==> src/design/d2pc_pkg.sv <==
// Shared widths, register codes and controller/datapath interface types.
`default_nettype none
package d2pc_pkg;

	// Image geometry
	localparam int MAX_DIM   = 4096;
	localparam int DIM_W     = $clog2(MAX_DIM);
	localparam int DIM_CFG_W = 13;

	// Field and register widths
	localparam int DEPTH_W   = 16;
	localparam int PAR_W     = 16;
	localparam int XY_W      = 29;
	localparam int CFG_IDX_W = 3;

	// Back-projection arithmetic: signed numerator, its magnitude, product
	localparam int NUM_W     = 18;
	localparam int NUM_MAG_W = 17;
	localparam int PROD_W    = NUM_MAG_W + DEPTH_W;
	localparam int DIV_CNT_W = $clog2(PROD_W + 1);

	// Output stream packing: x, y, z from the lowest bit up, byte padded
	localparam int OUT_FIELDS_W = 2 * XY_W + DEPTH_W;
	localparam int OUT_DATA_W   = ((OUT_FIELDS_W + 7) / 8) * 8;

	// Register reset values
	localparam logic [DIM_CFG_W-1:0] IMG_WIDTH_RST  = DIM_CFG_W'(640);
	localparam logic [DIM_CFG_W-1:0] IMG_HEIGHT_RST = DIM_CFG_W'(480);
	localparam logic [PAR_W-1:0]     FOCAL_X_RST    = PAR_W'(8192);
	localparam logic [PAR_W-1:0]     FOCAL_Y_RST    = PAR_W'(8192);
	localparam logic [PAR_W-1:0]     CENTER_X_RST   = PAR_W'(5120);
	localparam logic [PAR_W-1:0]     CENTER_Y_RST   = PAR_W'(3840);

	// Register indexes
	typedef enum logic [CFG_IDX_W-1:0] {
		CFG_IMG_WIDTH  = 3'd0,
		CFG_IMG_HEIGHT = 3'd1,
		CFG_FOCAL_X    = 3'd2,
		CFG_FOCAL_Y    = 3'd3,
		CFG_CENTER_X   = 3'd4,
		CFG_CENTER_Y   = 3'd5
	} cfg_index_t;

	// Controller to datapath commands
	typedef struct packed {
		logic accept;
		logic mul_en;
		logic div_start;
		logic div_sel_y;
		logic cap_x;
		logic cap_y;
		logic load_out;
	} ctrl_cmd_t;

	// Datapath to controller status
	typedef struct packed {
		logic depth_nz;
		logic last;
		logic div_done;
		logic out_free;
	} dp_status_t;

endpackage
`default_nettype wire

==> src/design/d2pc_div.sv <==
// Radix-2 restoring divider, one quotient bit per cycle.
`default_nettype none
module d2pc_div (
	input  wire                          clk,
	input  wire                          arst_n,
	input  wire                          start,
	input  wire [d2pc_pkg::PROD_W-1:0]   dividend,
	input  wire [d2pc_pkg::PAR_W-1:0]    divisor,
	output logic                         done,
	output logic [d2pc_pkg::PROD_W-1:0]  quotient
);
	import d2pc_pkg::*;

	logic                 busy_q;
	logic                 done_q;
	logic [DIV_CNT_W-1:0] cnt_q;
	logic [PAR_W-1:0]     den_q;
	logic [PAR_W-1:0]     rem_q;
	logic [PROD_W-1:0]    quo_q;

	logic [PAR_W:0]       trial;
	logic [PAR_W:0]       diff;
	logic                 ge;

	// Trial subtraction of the shifted remainder
	assign trial = {rem_q, quo_q[PROD_W-1]};
	assign ge    = trial >= {1'b0, den_q};
	assign diff  = trial - {1'b0, den_q};

	// Control: step counter and completion pulse
	always_ff @(posedge clk or negedge arst_n) begin
		if (!arst_n) begin
			busy_q <= 1'b0;
			done_q <= 1'b0;
			cnt_q  <= '0;
		end else begin
			done_q <= 1'b0;
			if (start) begin
				busy_q <= 1'b1;
				cnt_q  <= DIV_CNT_W'(PROD_W);
			end else if (busy_q) begin
				cnt_q <= cnt_q - 1'b1;
				if (cnt_q == DIV_CNT_W'(1)) begin
					busy_q <= 1'b0;
					done_q <= 1'b1;
				end
			end
		end
	end

	// Datapath: dividend shifts out as quotient bits shift in
	always_ff @(posedge clk) begin
		if (start) begin
			den_q <= divisor;
			rem_q <= '0;
			quo_q <= dividend;
		end else if (busy_q) begin
			rem_q <= ge ? diff[PAR_W-1:0] : trial[PAR_W-1:0];
			quo_q <= {quo_q[PROD_W-2:0], ge};
		end
	end

	assign done     = done_q;
	assign quotient = quo_q;

endmodule
`default_nettype wire

==> src/design/d2pc_datapath.sv <==
// Registers, pixel counters, numerators, products, divider and output register.
`default_nettype none
module d2pc_datapath (
	input  wire                              clk,
	input  wire                              arst_n,
	input  d2pc_pkg::ctrl_cmd_t              cmd,
	output d2pc_pkg::dp_status_t             status,
	input  wire                              cfg_valid,
	input  wire [d2pc_pkg::CFG_IDX_W-1:0]    cfg_index,
	input  wire [d2pc_pkg::PAR_W-1:0]        cfg_data,
	input  wire [d2pc_pkg::DEPTH_W-1:0]      depth_in,
	output logic                             out_valid,
	input  wire                              out_ready,
	output logic [d2pc_pkg::OUT_DATA_W-1:0]  out_data,
	output logic                             out_point_valid,
	output logic                             out_frame_end
);
	import d2pc_pkg::*;

	// Configuration registers
	logic [DIM_CFG_W-1:0] img_width_q;
	logic [DIM_CFG_W-1:0] img_height_q;
	logic [PAR_W-1:0]     focal_x_q;
	logic [PAR_W-1:0]     focal_y_q;
	logic [PAR_W-1:0]     center_x_q;
	logic [PAR_W-1:0]     center_y_q;

	// Pixel position
	logic [DIM_W-1:0] col_q;
	logic [DIM_W-1:0] row_q;

	// Per-item working registers
	logic [DEPTH_W-1:0]   d_q;
	logic                 nz_q;
	logic                 last_q;
	logic [NUM_MAG_W-1:0] nx_mag_q;
	logic [NUM_MAG_W-1:0] ny_mag_q;
	logic                 nx_neg_q;
	logic                 ny_neg_q;
	logic [PROD_W-1:0]    px_q;
	logic [PROD_W-1:0]    py_q;
	logic [XY_W-1:0]      x_q;
	logic [XY_W-1:0]      y_q;

	// Output register
	logic               out_valid_q;
	logic               out_pv_q;
	logic               out_fe_q;
	logic [XY_W-1:0]    out_x_q;
	logic [XY_W-1:0]    out_y_q;
	logic [DEPTH_W-1:0] out_z_q;

	logic [DIM_W-1:0]        wm1;
	logic [DIM_W-1:0]        hm1;
	logic                    row_end;
	logic                    last;
	logic signed [DIM_W:0]   v_s;
	logic signed [NUM_W-1:0] num_x;
	logic signed [NUM_W-1:0] num_y;
	logic signed [NUM_W-1:0] neg_x;
	logic signed [NUM_W-1:0] neg_y;
	logic [PAR_W-1:0]        den_x;
	logic [PAR_W-1:0]        den_y;
	logic [PROD_W-1:0]       div_dividend;
	logic [PAR_W-1:0]        div_divisor;
	logic                    div_done;
	logic [PROD_W-1:0]       div_quo;

	localparam logic [PROD_W-1:0] XY_POS_LIM = PROD_W'((64'd1 << (XY_W - 1)) - 64'd1);
	localparam logic [PROD_W-1:0] XY_NEG_LIM = PROD_W'(64'd1 << (XY_W - 1));

	// Saturate a quotient magnitude with its sign into the signed field
	function automatic logic [XY_W-1:0] sat_xy(logic [PROD_W-1:0] q, logic neg);
		logic [XY_W-1:0] r;
		if (neg) begin
			if (q > XY_NEG_LIM) r = {1'b1, {(XY_W-1){1'b0}}};
			else                r = -q[XY_W-1:0];
		end else begin
			if (q > XY_POS_LIM) r = {1'b0, {(XY_W-1){1'b1}}};
			else                r = q[XY_W-1:0];
		end
		return r;
	endfunction

	// Register writes
	always_ff @(posedge clk or negedge arst_n) begin
		if (!arst_n) begin
			img_width_q  <= IMG_WIDTH_RST;
			img_height_q <= IMG_HEIGHT_RST;
			focal_x_q    <= FOCAL_X_RST;
			focal_y_q    <= FOCAL_Y_RST;
			center_x_q   <= CENTER_X_RST;
			center_y_q   <= CENTER_Y_RST;
		end else if (cfg_valid) begin
			case (cfg_index_t'(cfg_index))
				CFG_IMG_WIDTH:  img_width_q  <= cfg_data[DIM_CFG_W-1:0];
				CFG_IMG_HEIGHT: img_height_q <= cfg_data[DIM_CFG_W-1:0];
				CFG_FOCAL_X:    focal_x_q    <= cfg_data;
				CFG_FOCAL_Y:    focal_y_q    <= cfg_data;
				CFG_CENTER_X:   center_x_q   <= cfg_data;
				CFG_CENTER_Y:   center_y_q   <= cfg_data;
				default: ;
			endcase
		end
	end

	// Last column and row index, dimensions clamped to one and MAX_DIM
	always_comb begin
		if (img_width_q == '0)                         wm1 = '0;
		else if (img_width_q > DIM_CFG_W'(MAX_DIM))    wm1 = DIM_W'(MAX_DIM - 1);
		else                                           wm1 = DIM_W'(img_width_q - 1'b1);
		if (img_height_q == '0)                        hm1 = '0;
		else if (img_height_q > DIM_CFG_W'(MAX_DIM))   hm1 = DIM_W'(MAX_DIM - 1);
		else                                           hm1 = DIM_W'(img_height_q - 1'b1);
	end

	assign row_end = col_q >= wm1;
	assign last    = row_end && (row_q >= hm1);

	// Numerators: 16*u - cx and 16*(h-1-row) - cy
	assign v_s   = $signed({1'b0, hm1}) - $signed({1'b0, row_q});
	assign num_x = $signed(NUM_W'({col_q, 4'b0000})) - $signed(NUM_W'(center_x_q));
	assign num_y = NUM_W'($signed({v_s, 4'b0000})) - $signed(NUM_W'(center_y_q));
	assign neg_x = -num_x;
	assign neg_y = -num_y;

	// Zero focal length acts as one
	assign den_x = (focal_x_q == '0) ? PAR_W'(1) : focal_x_q;
	assign den_y = (focal_y_q == '0) ? PAR_W'(1) : focal_y_q;

	// Pixel counters advance on every accepted sample
	always_ff @(posedge clk or negedge arst_n) begin
		if (!arst_n) begin
			col_q <= '0;
			row_q <= '0;
		end else if (cmd.accept) begin
			if (last) begin
				col_q <= '0;
				row_q <= '0;
			end else if (row_end) begin
				col_q <= '0;
				row_q <= row_q + 1'b1;
			end else begin
				col_q <= col_q + 1'b1;
			end
		end
	end

	// Capture sample and numerator magnitudes
	always_ff @(posedge clk) begin
		if (cmd.accept) begin
			d_q      <= depth_in;
			nz_q     <= depth_in != '0;
			last_q   <= last;
			nx_neg_q <= num_x[NUM_W-1];
			ny_neg_q <= num_y[NUM_W-1];
			nx_mag_q <= num_x[NUM_W-1] ? neg_x[NUM_MAG_W-1:0] : num_x[NUM_MAG_W-1:0];
			ny_mag_q <= num_y[NUM_W-1] ? neg_y[NUM_MAG_W-1:0] : num_y[NUM_MAG_W-1:0];
		end
	end

	// Magnitude products
	always_ff @(posedge clk) begin
		if (cmd.mul_en) begin
			px_q <= PROD_W'(nx_mag_q) * PROD_W'(d_q);
			py_q <= PROD_W'(ny_mag_q) * PROD_W'(d_q);
		end
	end

	// Shared divider, x first then y
	assign div_dividend = cmd.div_sel_y ? py_q : px_q;
	assign div_divisor  = cmd.div_sel_y ? den_y : den_x;

	d2pc_div u_div (
		.clk      (clk),
		.arst_n   (arst_n),
		.start    (cmd.div_start),
		.dividend (div_dividend),
		.divisor  (div_divisor),
		.done     (div_done),
		.quotient (div_quo)
	);

	// Signed, saturated coordinates
	always_ff @(posedge clk) begin
		if (cmd.cap_x) x_q <= sat_xy(div_quo, nx_neg_q);
		if (cmd.cap_y) y_q <= sat_xy(div_quo, ny_neg_q);
	end

	// Output register
	always_ff @(posedge clk or negedge arst_n) begin
		if (!arst_n) begin
			out_valid_q <= 1'b0;
		end else if (cmd.load_out) begin
			out_valid_q <= 1'b1;
		end else if (out_ready) begin
			out_valid_q <= 1'b0;
		end
	end

	always_ff @(posedge clk) begin
		if (cmd.load_out) begin
			out_pv_q <= nz_q;
			out_fe_q <= last_q;
			out_x_q  <= nz_q ? x_q : '0;
			out_y_q  <= nz_q ? y_q : '0;
			out_z_q  <= d_q;
		end
	end

	assign status.depth_nz = depth_in != '0;
	assign status.last     = last;
	assign status.div_done = div_done;
	assign status.out_free = !out_valid_q || out_ready;

	assign out_valid       = out_valid_q;
	assign out_data        = OUT_DATA_W'({out_z_q, out_y_q, out_x_q});
	assign out_point_valid = out_pv_q;
	assign out_frame_end   = out_fe_q;

endmodule
`default_nettype wire

==> src/design/d2pc_ctrl.sv <==
// Sequencer for one sample: capture, multiply, two divides, result hand-off; a zero sample skips the arithmetic.
`default_nettype none
module d2pc_ctrl (
	input  wire                   clk,
	input  wire                   arst_n,
	input  wire                   in_valid,
	output logic                  in_ready,
	input  d2pc_pkg::dp_status_t  status,
	output d2pc_pkg::ctrl_cmd_t   cmd
);
	import d2pc_pkg::*;

	typedef enum logic [2:0] {
		ST_IDLE,
		ST_MUL,
		ST_XSTART,
		ST_XWAIT,
		ST_YSTART,
		ST_YWAIT,
		ST_EMIT
	} state_t;

	state_t state_q;
	state_t state_d;

	// Next state and commands
	always_comb begin
		state_d = state_q;
		cmd     = '0;
		case (state_q)
			ST_IDLE: begin
				cmd.accept = in_valid;
				if (in_valid) begin
					if (status.depth_nz)  state_d = ST_MUL;
					else if (status.last) state_d = ST_EMIT;
				end
			end
			ST_MUL: begin
				cmd.mul_en = 1'b1;
				state_d    = ST_XSTART;
			end
			ST_XSTART: begin
				cmd.div_start = 1'b1;
				state_d       = ST_XWAIT;
			end
			ST_XWAIT: begin
				if (status.div_done) begin
					cmd.cap_x = 1'b1;
					state_d   = ST_YSTART;
				end
			end
			ST_YSTART: begin
				cmd.div_start = 1'b1;
				cmd.div_sel_y = 1'b1;
				state_d       = ST_YWAIT;
			end
			ST_YWAIT: begin
				if (status.div_done) begin
					cmd.cap_y = 1'b1;
					state_d   = ST_EMIT;
				end
			end
			ST_EMIT: begin
				if (status.out_free) begin
					cmd.load_out = 1'b1;
					state_d      = ST_IDLE;
				end
			end
			default: state_d = ST_IDLE;
		endcase
	end

	// State register
	always_ff @(posedge clk or negedge arst_n) begin
		if (!arst_n) begin
			state_q <= ST_IDLE;
		end else begin
			state_q <= state_d;
		end
	end

	assign in_ready = state_q == ST_IDLE;

endmodule
`default_nettype wire

==> src/design/depth_to_point_cloud.sv <==
// Top level: depth image stream to pinhole back-projected point stream.
//
//  channel   dir  handshake                      payload
//  s_axis    in   s_axis_tvalid / s_axis_tready  tdata: depth_mm
//  m_axis    out  m_axis_tvalid / m_axis_tready  tdata: x,y,z  tuser: valid  tlast: frame end
//  cfg       in   cfg_valid / cfg_ready          cfg_index, cfg_data
//
// A non-zero sample goes, acceptance to next acceptance, through accept, multiply,
// two divides on the shared radix-2 divider (start, 33 quotient bits, done) and hand-off.
// A zero sample skips the arithmetic and is handed off only on the frame's last pixel.
// Reset restores the register defaults and clears the pixel counters.
// A stalled output holds the sequencer in its hand-off step; one finished
// result waits in the output register while the next sample is taken.
`default_nettype none
module depth_to_point_cloud (
	input  wire                              clk,
	input  wire                              arst_n,
	// input stream
	input  wire                              s_axis_tvalid,
	output logic                             s_axis_tready,
	input  wire [d2pc_pkg::DEPTH_W-1:0]      s_axis_tdata,   // [15:0] depth_mm
	// output stream
	output logic                             m_axis_tvalid,
	input  wire                              m_axis_tready,
	output logic [d2pc_pkg::OUT_DATA_W-1:0]  m_axis_tdata,   // [28:0] x, [57:29] y, [73:58] z
	output logic                             m_axis_tuser,   // [0] point_valid
	output logic                             m_axis_tlast,   // frame_end
	// register writes
	input  wire                              cfg_valid,
	output logic                             cfg_ready,
	input  wire [d2pc_pkg::CFG_IDX_W-1:0]    cfg_index,
	input  wire [d2pc_pkg::PAR_W-1:0]        cfg_data
);
	import d2pc_pkg::*;

	ctrl_cmd_t  cmd;
	dp_status_t status;

	// Registers are always writable
	assign cfg_ready = 1'b1;

	d2pc_ctrl u_ctrl (
		.clk      (clk),
		.arst_n   (arst_n),
		.in_valid (s_axis_tvalid),
		.in_ready (s_axis_tready),
		.status   (status),
		.cmd      (cmd)
	);

	d2pc_datapath u_datapath (
		.clk             (clk),
		.arst_n          (arst_n),
		.cmd             (cmd),
		.status          (status),
		.cfg_valid       (cfg_valid),
		.cfg_index       (cfg_index),
		.cfg_data        (cfg_data),
		.depth_in        (s_axis_tdata),
		.out_valid       (m_axis_tvalid),
		.out_ready       (m_axis_tready),
		.out_data        (m_axis_tdata),
		.out_point_valid (m_axis_tuser),
		.out_frame_end   (m_axis_tlast)
	);

endmodule
`default_nettype wire
==> config.mk <==
export PLATFORM = sky130hd
export DESIGN_NAME = depth_to_point_cloud
export DESIGN_NICKNAME = d
export VERILOG_FILES = /design/src/design/d2pc_pkg.sv /design/src/design/d2pc_div.sv /design/src/design/d2pc_datapath.sv /design/src/design/d2pc_ctrl.sv /design/src/design/depth_to_point_cloud.sv
export SDC_FILE = /design/constraint.sdc
export NUM_CORES = 2
export LEC_CHECK = 0
export ABC_AREA = 1
export BUFFER_PORTS_ARGS = -buffer_cell sky130_fd_sc_hd__clkbuf_2
export CORE_ASPECT_RATIO = 1.5
export CORE_MARGIN = 4
export CORE_UTILIZATION = 55
export CTS_CLUSTER_DIAMETER = 50
export CTS_CLUSTER_SIZE = 25
export DETAILED_ROUTE_END_ITERATION = 8
export GPL_ROUTABILITY_DRIVEN = 1
export PLACE_DENSITY = 0.72
export REMOVE_ABC_BUFFERS = 1
export SETUP_SLACK_MARGIN = 0.02
export SLEW_MARGIN = 0
export SYNTH_ARGS = -nofsm -noshare
export SYNTH_HDL_FRONTEND = slang
export SYNTH_SLANG_ARGS = --single-unit
==> constraint.sdc <==
create_clock -name clk -period 10.48 [get_ports clk]
set_clock_uncertainty 0.1 [all_clocks]
set_input_delay 0.524 -clock clk [delete_from_list [all_inputs] [get_ports clk]]
set_output_delay 0.524 -clock clk [all_outputs]
set_load 0.005 [all_outputs]
# Word level (Yosys, flattened, before mapping)

Cells that the tools add are included.

Flip-flop bits (word level): 445
Input port bits: 40
Output and inout port bits: 85
Logic and storage cells: 139

$add $sub $neg: 12
Multipliers: 2
Magnitude comparators: 7
Equality and inequality tests: 17
Muxes and demuxes: 47
Reductions and logical operators: 22

Operator list:

| cell                  | number |
|---|---|
| $mux 29               | 4 |
| $mux 33               | 3 |
| $mux 12               | 8 |
| $mul 17x16->33        | 2 |
| $mux 16               | 4 |
| $mux 17               | 2 |
| $neg 17->17           | 2 |
| $gt 33x28->1 const B  | 1 |
| $gt 33x29->1 const B  | 1 |
| $logic_not 16->1      | 2 |
| $neg 29->29           | 1 |
| $gt 13x13->1 const B  | 2 |
| $logic_not 13->1      | 2 |
| $add 12x1->12 const B | 2 |
| $ge 12x12->1          | 2 |
| $sub 12x1->12 const B | 2 |
| $pmux 3 s7            | 1 |
| $mux 3                | 6 |
| $sub 17x17->18        | 1 |
| $ge 17x16->1          | 1 |
| $mux 1                | 17 |
| $sub 16x16->17        | 1 |
| $reduce_bool 16->1    | 1 |
| $sub 16x16->16        | 1 |
| other kinds (18)      | 38 |

# Logic depth before layout (Yosys ltp)

Depth after elaboration: 9
Mapped depth: 34
Depth with buffers taken out: 34

# By module

From an unflattened synthesis, not the netlist that was laid out.

Cells, all modules: 5240
Area, all modules: 42379.4 um2

By module, submodules not included:

| module               | times used | cells an instance | area each (um2) | seq. area each (um2) |
|---|---|---|---|---|
| d2pc_datapath        | 1          | 4660              | 37945.1         | 10522.6 |
| d2pc_div             | 1          | 521               | 4085.2          | 1991.9 |
| d2pc_ctrl            | 1          | 57                | 337.8           | 75.1 |
| depth_to_point_cloud | 1          | 2                 | 11.3            | 0.0 |

# Least setup slack after synthesis

Ideal clock, no wire load.

Path type: flip-flop to flip-flop
From: register u_datapath.d_q[9]
To: register u_datapath.px_q[29] (data pin)
Library setup time: 252 ps
Data arrival time: 5384 ps
Data required time: 10128 ps
Setup slack: 4743 ps
Stages on the path, launching flop included: 26
Path buffers: 2
Clock period less this slack: 5737 ps
Cell sequence: edfxtp_1 -> clkbuf_1 -> clkbuf_1 -> nand2_1 -> fa_1 -> inv_1 -> fa_1 -> inv_1 -> fa_1 -> inv_1 -> fa_1 -> fa_1 -> inv_1 -> fa_1 -> inv_1 -> ha_1 -> nand2_1 -> inv_1 -> nand2_1 -> nor3_1 -> nand4_1 -> nand3_1 -> a21o_1 -> nand2_1 -> nand3_1 -> nand2_1

Cells in the longest elaborated chain, start to end: 1

Ends and longest elaborated chain:

| what                     | RTL line             | source |
|---|---|---|
| start: declaration       | d2pc_datapath.sv:33  | `logic [DEPTH_W-1:0] d_q;` |
| start signal: assignment | d2pc_datapath.sv:152 | `d_q <= depth_in;` |
| $mul 17x16->33           | d2pc_datapath.sv:165 | `px_q <= PROD_W'(nx_mag_q) * PROD_W'(d_q);` |
| end signal: assignment   | d2pc_datapath.sv:165 |  |
| end: declaration         | d2pc_datapath.sv:40  | `logic [PROD_W-1:0] px_q;` |

Every way passes these cells.
A chain may end at the register's enable or synchronous reset.

# Worst setup path in the final report

From: register u_datapath.d_q[5]
To: register u_datapath.px_q[32] (data pin)

The elaborated chain is that of the path after synthesis.

==> flow_summary.ini <==
[floorplanning]
io_pins = 125
rows = 123
die_h_um = 345
dieArea_um2 = 80400
die_width_um = 233
start_util = 0.556
core-area_um2 = 75100

[logic_synthesis]
synth.avg_cell_area_um2 = 8.26
netlist_area_um2 = 41700
netlist_instances = 5049
yosysWarnings = 0
ys_types = 65
ys.flop_type = edfxtp_1
ys_ff_latch = 445
yosysSeqAreaShare = 0.302
ys_async_sr_fraction = 0.283
synth_edf_count = 303

[timing]
timing.final.ws_setup_ns = 4.08
holdWs_ns = 0.0555
finalCritPeriodShare = 0.610
tns_ns = 0
tightest_slew_ns = 1.17
setup_viol = 0
relSlewSlack = 0.219
min_period_ns = 6.40
max_freq_mhz = 156
rsz0062_at_grt = false
drv_slew = 0
hold_violations = 0

[pwr]
power_density_nw_per_um2 = 120
seqPwrFrac = 0.396
p_switching_mw = 1.95
total_power_mw = 5.37
p_leak_nw = 23.7
swShare = 0.362
p_comb_frac = 0.275
p_int_mw = 3.42
pwr-share-clk = 0.329
ir_drop_uv = 173

[placement]
gp_congestion = 0.930
io_buffers = 117
post-place-cells = 5993
dp_hpwl_um = 85200
pre_cts_slack_ns = 4.10

[route]
wl_um = 109000
vias_per_cell = 5.37
drt_first_iter_violations = 2009
drc = 0
vias = 32700
routedWlPerCell_um = 18.0
ant_nets = 0
dr.pass1.iters = 8

[clock_tree]
clockBufferDepth = 3
cts_sinks = 445
clk_latency_ns = 0.62
path_clk_slew_ns = 0.09
htreeDepth = 2
cts_inserted_buffers = 43
cts_tree = yes
postCtsSetupBuffers = 0
cts-root-buf = clkbuf_16
cts_resized = 0

[min_path]
hold_depth = 1
worstHoldPathType = primary input to flip-flop

[finish]
area_growth_pct = 7.24
drive_gt1_frac = 0.0632
fill_cells = 6744
multi_input_area_um2 = 24100
final_nets = 5794
fin_cells = 6083
regArea_um2 = 12600

[setup_path]
worst_ep_required_time_ns = 10.77
crit_type = flip-flop to flip-flop
r2r_start = u_datapath.d_q[5]$_DFFE_PP_
cp.arrival_ns = 6.68
worstSetupEndpointType = flip-flop
slowest_delay_ns = 0.82
ff2ff_path_depth = 23
slowest_stage = edfxtp_1
timing.rr.end = u_datapath.px_q[32]$_DFFE_PP_
endpoint = u_datapath.px_q[32]$_DFFE_PP_
reg2reg_slack_ns = 4.08
crit_start = u_datapath.d_q[5]$_DFFE_PP_
start_kind = flip-flop
path_cells = buf_4 > nand2_1 > inv_1 > fa_1 > inv_1 > fa_1 > fa_1 > fa_1 > inv_1 > fa_1 > inv_1 > fa_1 > inv_1 > ha_1 > a21oi_1 > a21boi_0 > o21ai_1 > a21oi_1 > inv_1 > nand2_1 > nand2_1 > nand2_1 > nand2_1
worstPathMaxFanout = 18

[global_route]
grt_pass1_vias = 33800
grt_usage = 0.276
grt-ovfl-total = 0
antenna_found_initial = 1
grt_pass1_wl_um = 176000
grt_max_degree = 70

[job]
maxCapViolCount = 0

[status]
outcome = finished, final reports clean
-- power groups by stage --
stage / registers [mW] / clock network (mW) / logic, mW
after floorplan: 2.13 / 0 / 1.13
after global placement: 2.16 / 0 / 1.45
after detailed placement: 2.16 / 0 / 1.47
after CTS: 2.13 / 1.80 / 1.48
after global routing: 2.14 / 1.86 / 1.71
final: 2.13 / 1.76 / 1.48
-- through the flow --
step	cell area, um^2	utilization
after CTS	44700	0.596
after global routing	44700	0.596
after floorplan	40800	-
after detailed placement	43000	0.572
after global placement	43000	0.572
final	44700	0.596
-- sequential cells by signal, summed over array words and instances (netlist names), 16 cells and up --
name                       flops
u_datapath.y_q                29
u_datapath.ny_mag_q           17
u_datapath.focal_y_q          16
u_datapath.out_x_q            29
u_datapath.center_y_q         16
u_datapath.px_q               33
u_datapath.out_y_q            29
u_datapath.out_z_q            16
u_datapath.x_q                29
u_datapath.nx_mag_q           17
u_datapath.u_div.den_q        16
u_datapath.py_q               33
u_datapath.focal_x_q          16
u_datapath.u_div.rem_q        16
u_datapath.u_div.quotient     33
u_datapath.center_x_q         16
u_datapath.d_q                16
-- layer usage --
metal / global-route usage / wire, um
met1: 0.300 / 38000
met2: 0.516 / 57800
met3: 0.0343 / 5960
met4: 0.149 / 7410
met5: 0 / 0
-- timing repair --
item                       in CTS  in global routing
setup endpoints to repair       0                  0
hold endpoints to repair       63                  0
hold buffers                    9                  0
-- cell usage in the layout (no fill, tap or decap), types with 10 or more instances in the layout --
cell type	netlist	final
nand3_2	10	10
nand4_1	47	47
nor3_1	35	35
dfxtp_1	16	16
ha_1	289	289
xnor2_1	44	44
nor2_4	8	10
a21o_1	12	12
o22ai_1	31	31
nor4_1	25	24
clkbuf_2	0	116
dfrtp_1	112	112
buf_4	9	34
clkbuf_16	0	44
fa_1	418	418
nand3_1	200	200
nand3b_1	19	19
xor2_1	94	94
edfxtp_1	303	303
a21oi_1	163	163
nor2_1	236	232
dfstp_2	14	14
a31oi_1	10	10
nand2_1	1322	1322
o21ai_1	28	28
inv_1	1103	1103
o21ai_0	205	205
-- cell families after synthesis --
family          after synthesis  share of synthesized area
fa+ha+maj                   707                      0.287
flops                       445                      0.302
compound gates              491                     0.0641
xor+xnor                    138                     0.0290
buf+inv                    1322                      0.121
other cells                   2                   0.000180
simple gates               1944                      0.196
-- worst min-delay path by stage --
stage | start | to | slack [ns]
after floorplan | arst_n | u_ctrl.state_q[0]$_DFFE_PN0P_ | 0.13
after global placement | u_datapath.last_q$_DFFE_PP_ | u_datapath.out_frame_end$_DFFE_PP_ | 0.31
after detailed placement | u_datapath.last_q$_DFFE_PP_ | u_datapath.out_frame_end$_DFFE_PP_ | 0.31
after CTS | s_axis_tdata[8] | u_datapath.d_q[8]$_DFFE_PP_ | 0.001
after global routing | s_axis_tdata[8] | u_datapath.d_q[8]$_DFFE_PP_ | 0.02
final | s_axis_tdata[8] | u_datapath.d_q[8]$_DFFE_PP_ | 0.06
-- critical path, delay by kind of cell, from the launching register on --
kind	cells	cell delay [ns]
compound gates	4	0.87
fa+ha+maj	7	3.20
buf+inv	7	0.83
flops	1	0.82
simple gates	5	0.32
-- synthesized netlist by cell type, types with 16 or more instances --
| cell type | n | area share |
|---|---|---|
| dfxtp_1 | 16 | 0.0077 |
| nand3b_1 | 19 | 0.0034 |
| a21oi_1 | 163 | 0.020 |
| fa_1 | 418 | 0.20 |
| xor2_1 | 94 | 0.020 |
| ha_1 | 289 | 0.087 |
| o21ai_1 | 28 | 0.0034 |
| nor3_1 | 35 | 0.0042 |
| edfxtp_1 | 303 | 0.22 |
| o22ai_1 | 31 | 0.0046 |
| dfrtp_1 | 112 | 0.067 |
| inv_1 | 1103 | 0.099 |
| nand3_1 | 200 | 0.024 |
| o21ai_0 | 205 | 0.025 |
| nand4_1 | 47 | 0.0070 |
| clkbuf_1 | 183 | 0.016 |
| nor4_1 | 25 | 0.0037 |
| nor2_1 | 236 | 0.021 |
| nand2_1 | 1322 | 0.12 |
| xnor2_1 | 44 | 0.0092 |
-- area by class of cell --
class,count,share of cell area
flip-flops and latches,445,0.281
multi-input cells,3287,0.539
clock buffers,44,0.0246
repair buffers,159,0.0207
clock inverters,36,0.0132
inverters,1111,0.0933
well taps,1000,0.0280
diodes,1,0.0000559
Note: power is estimated with default switching activity, not from simulation.
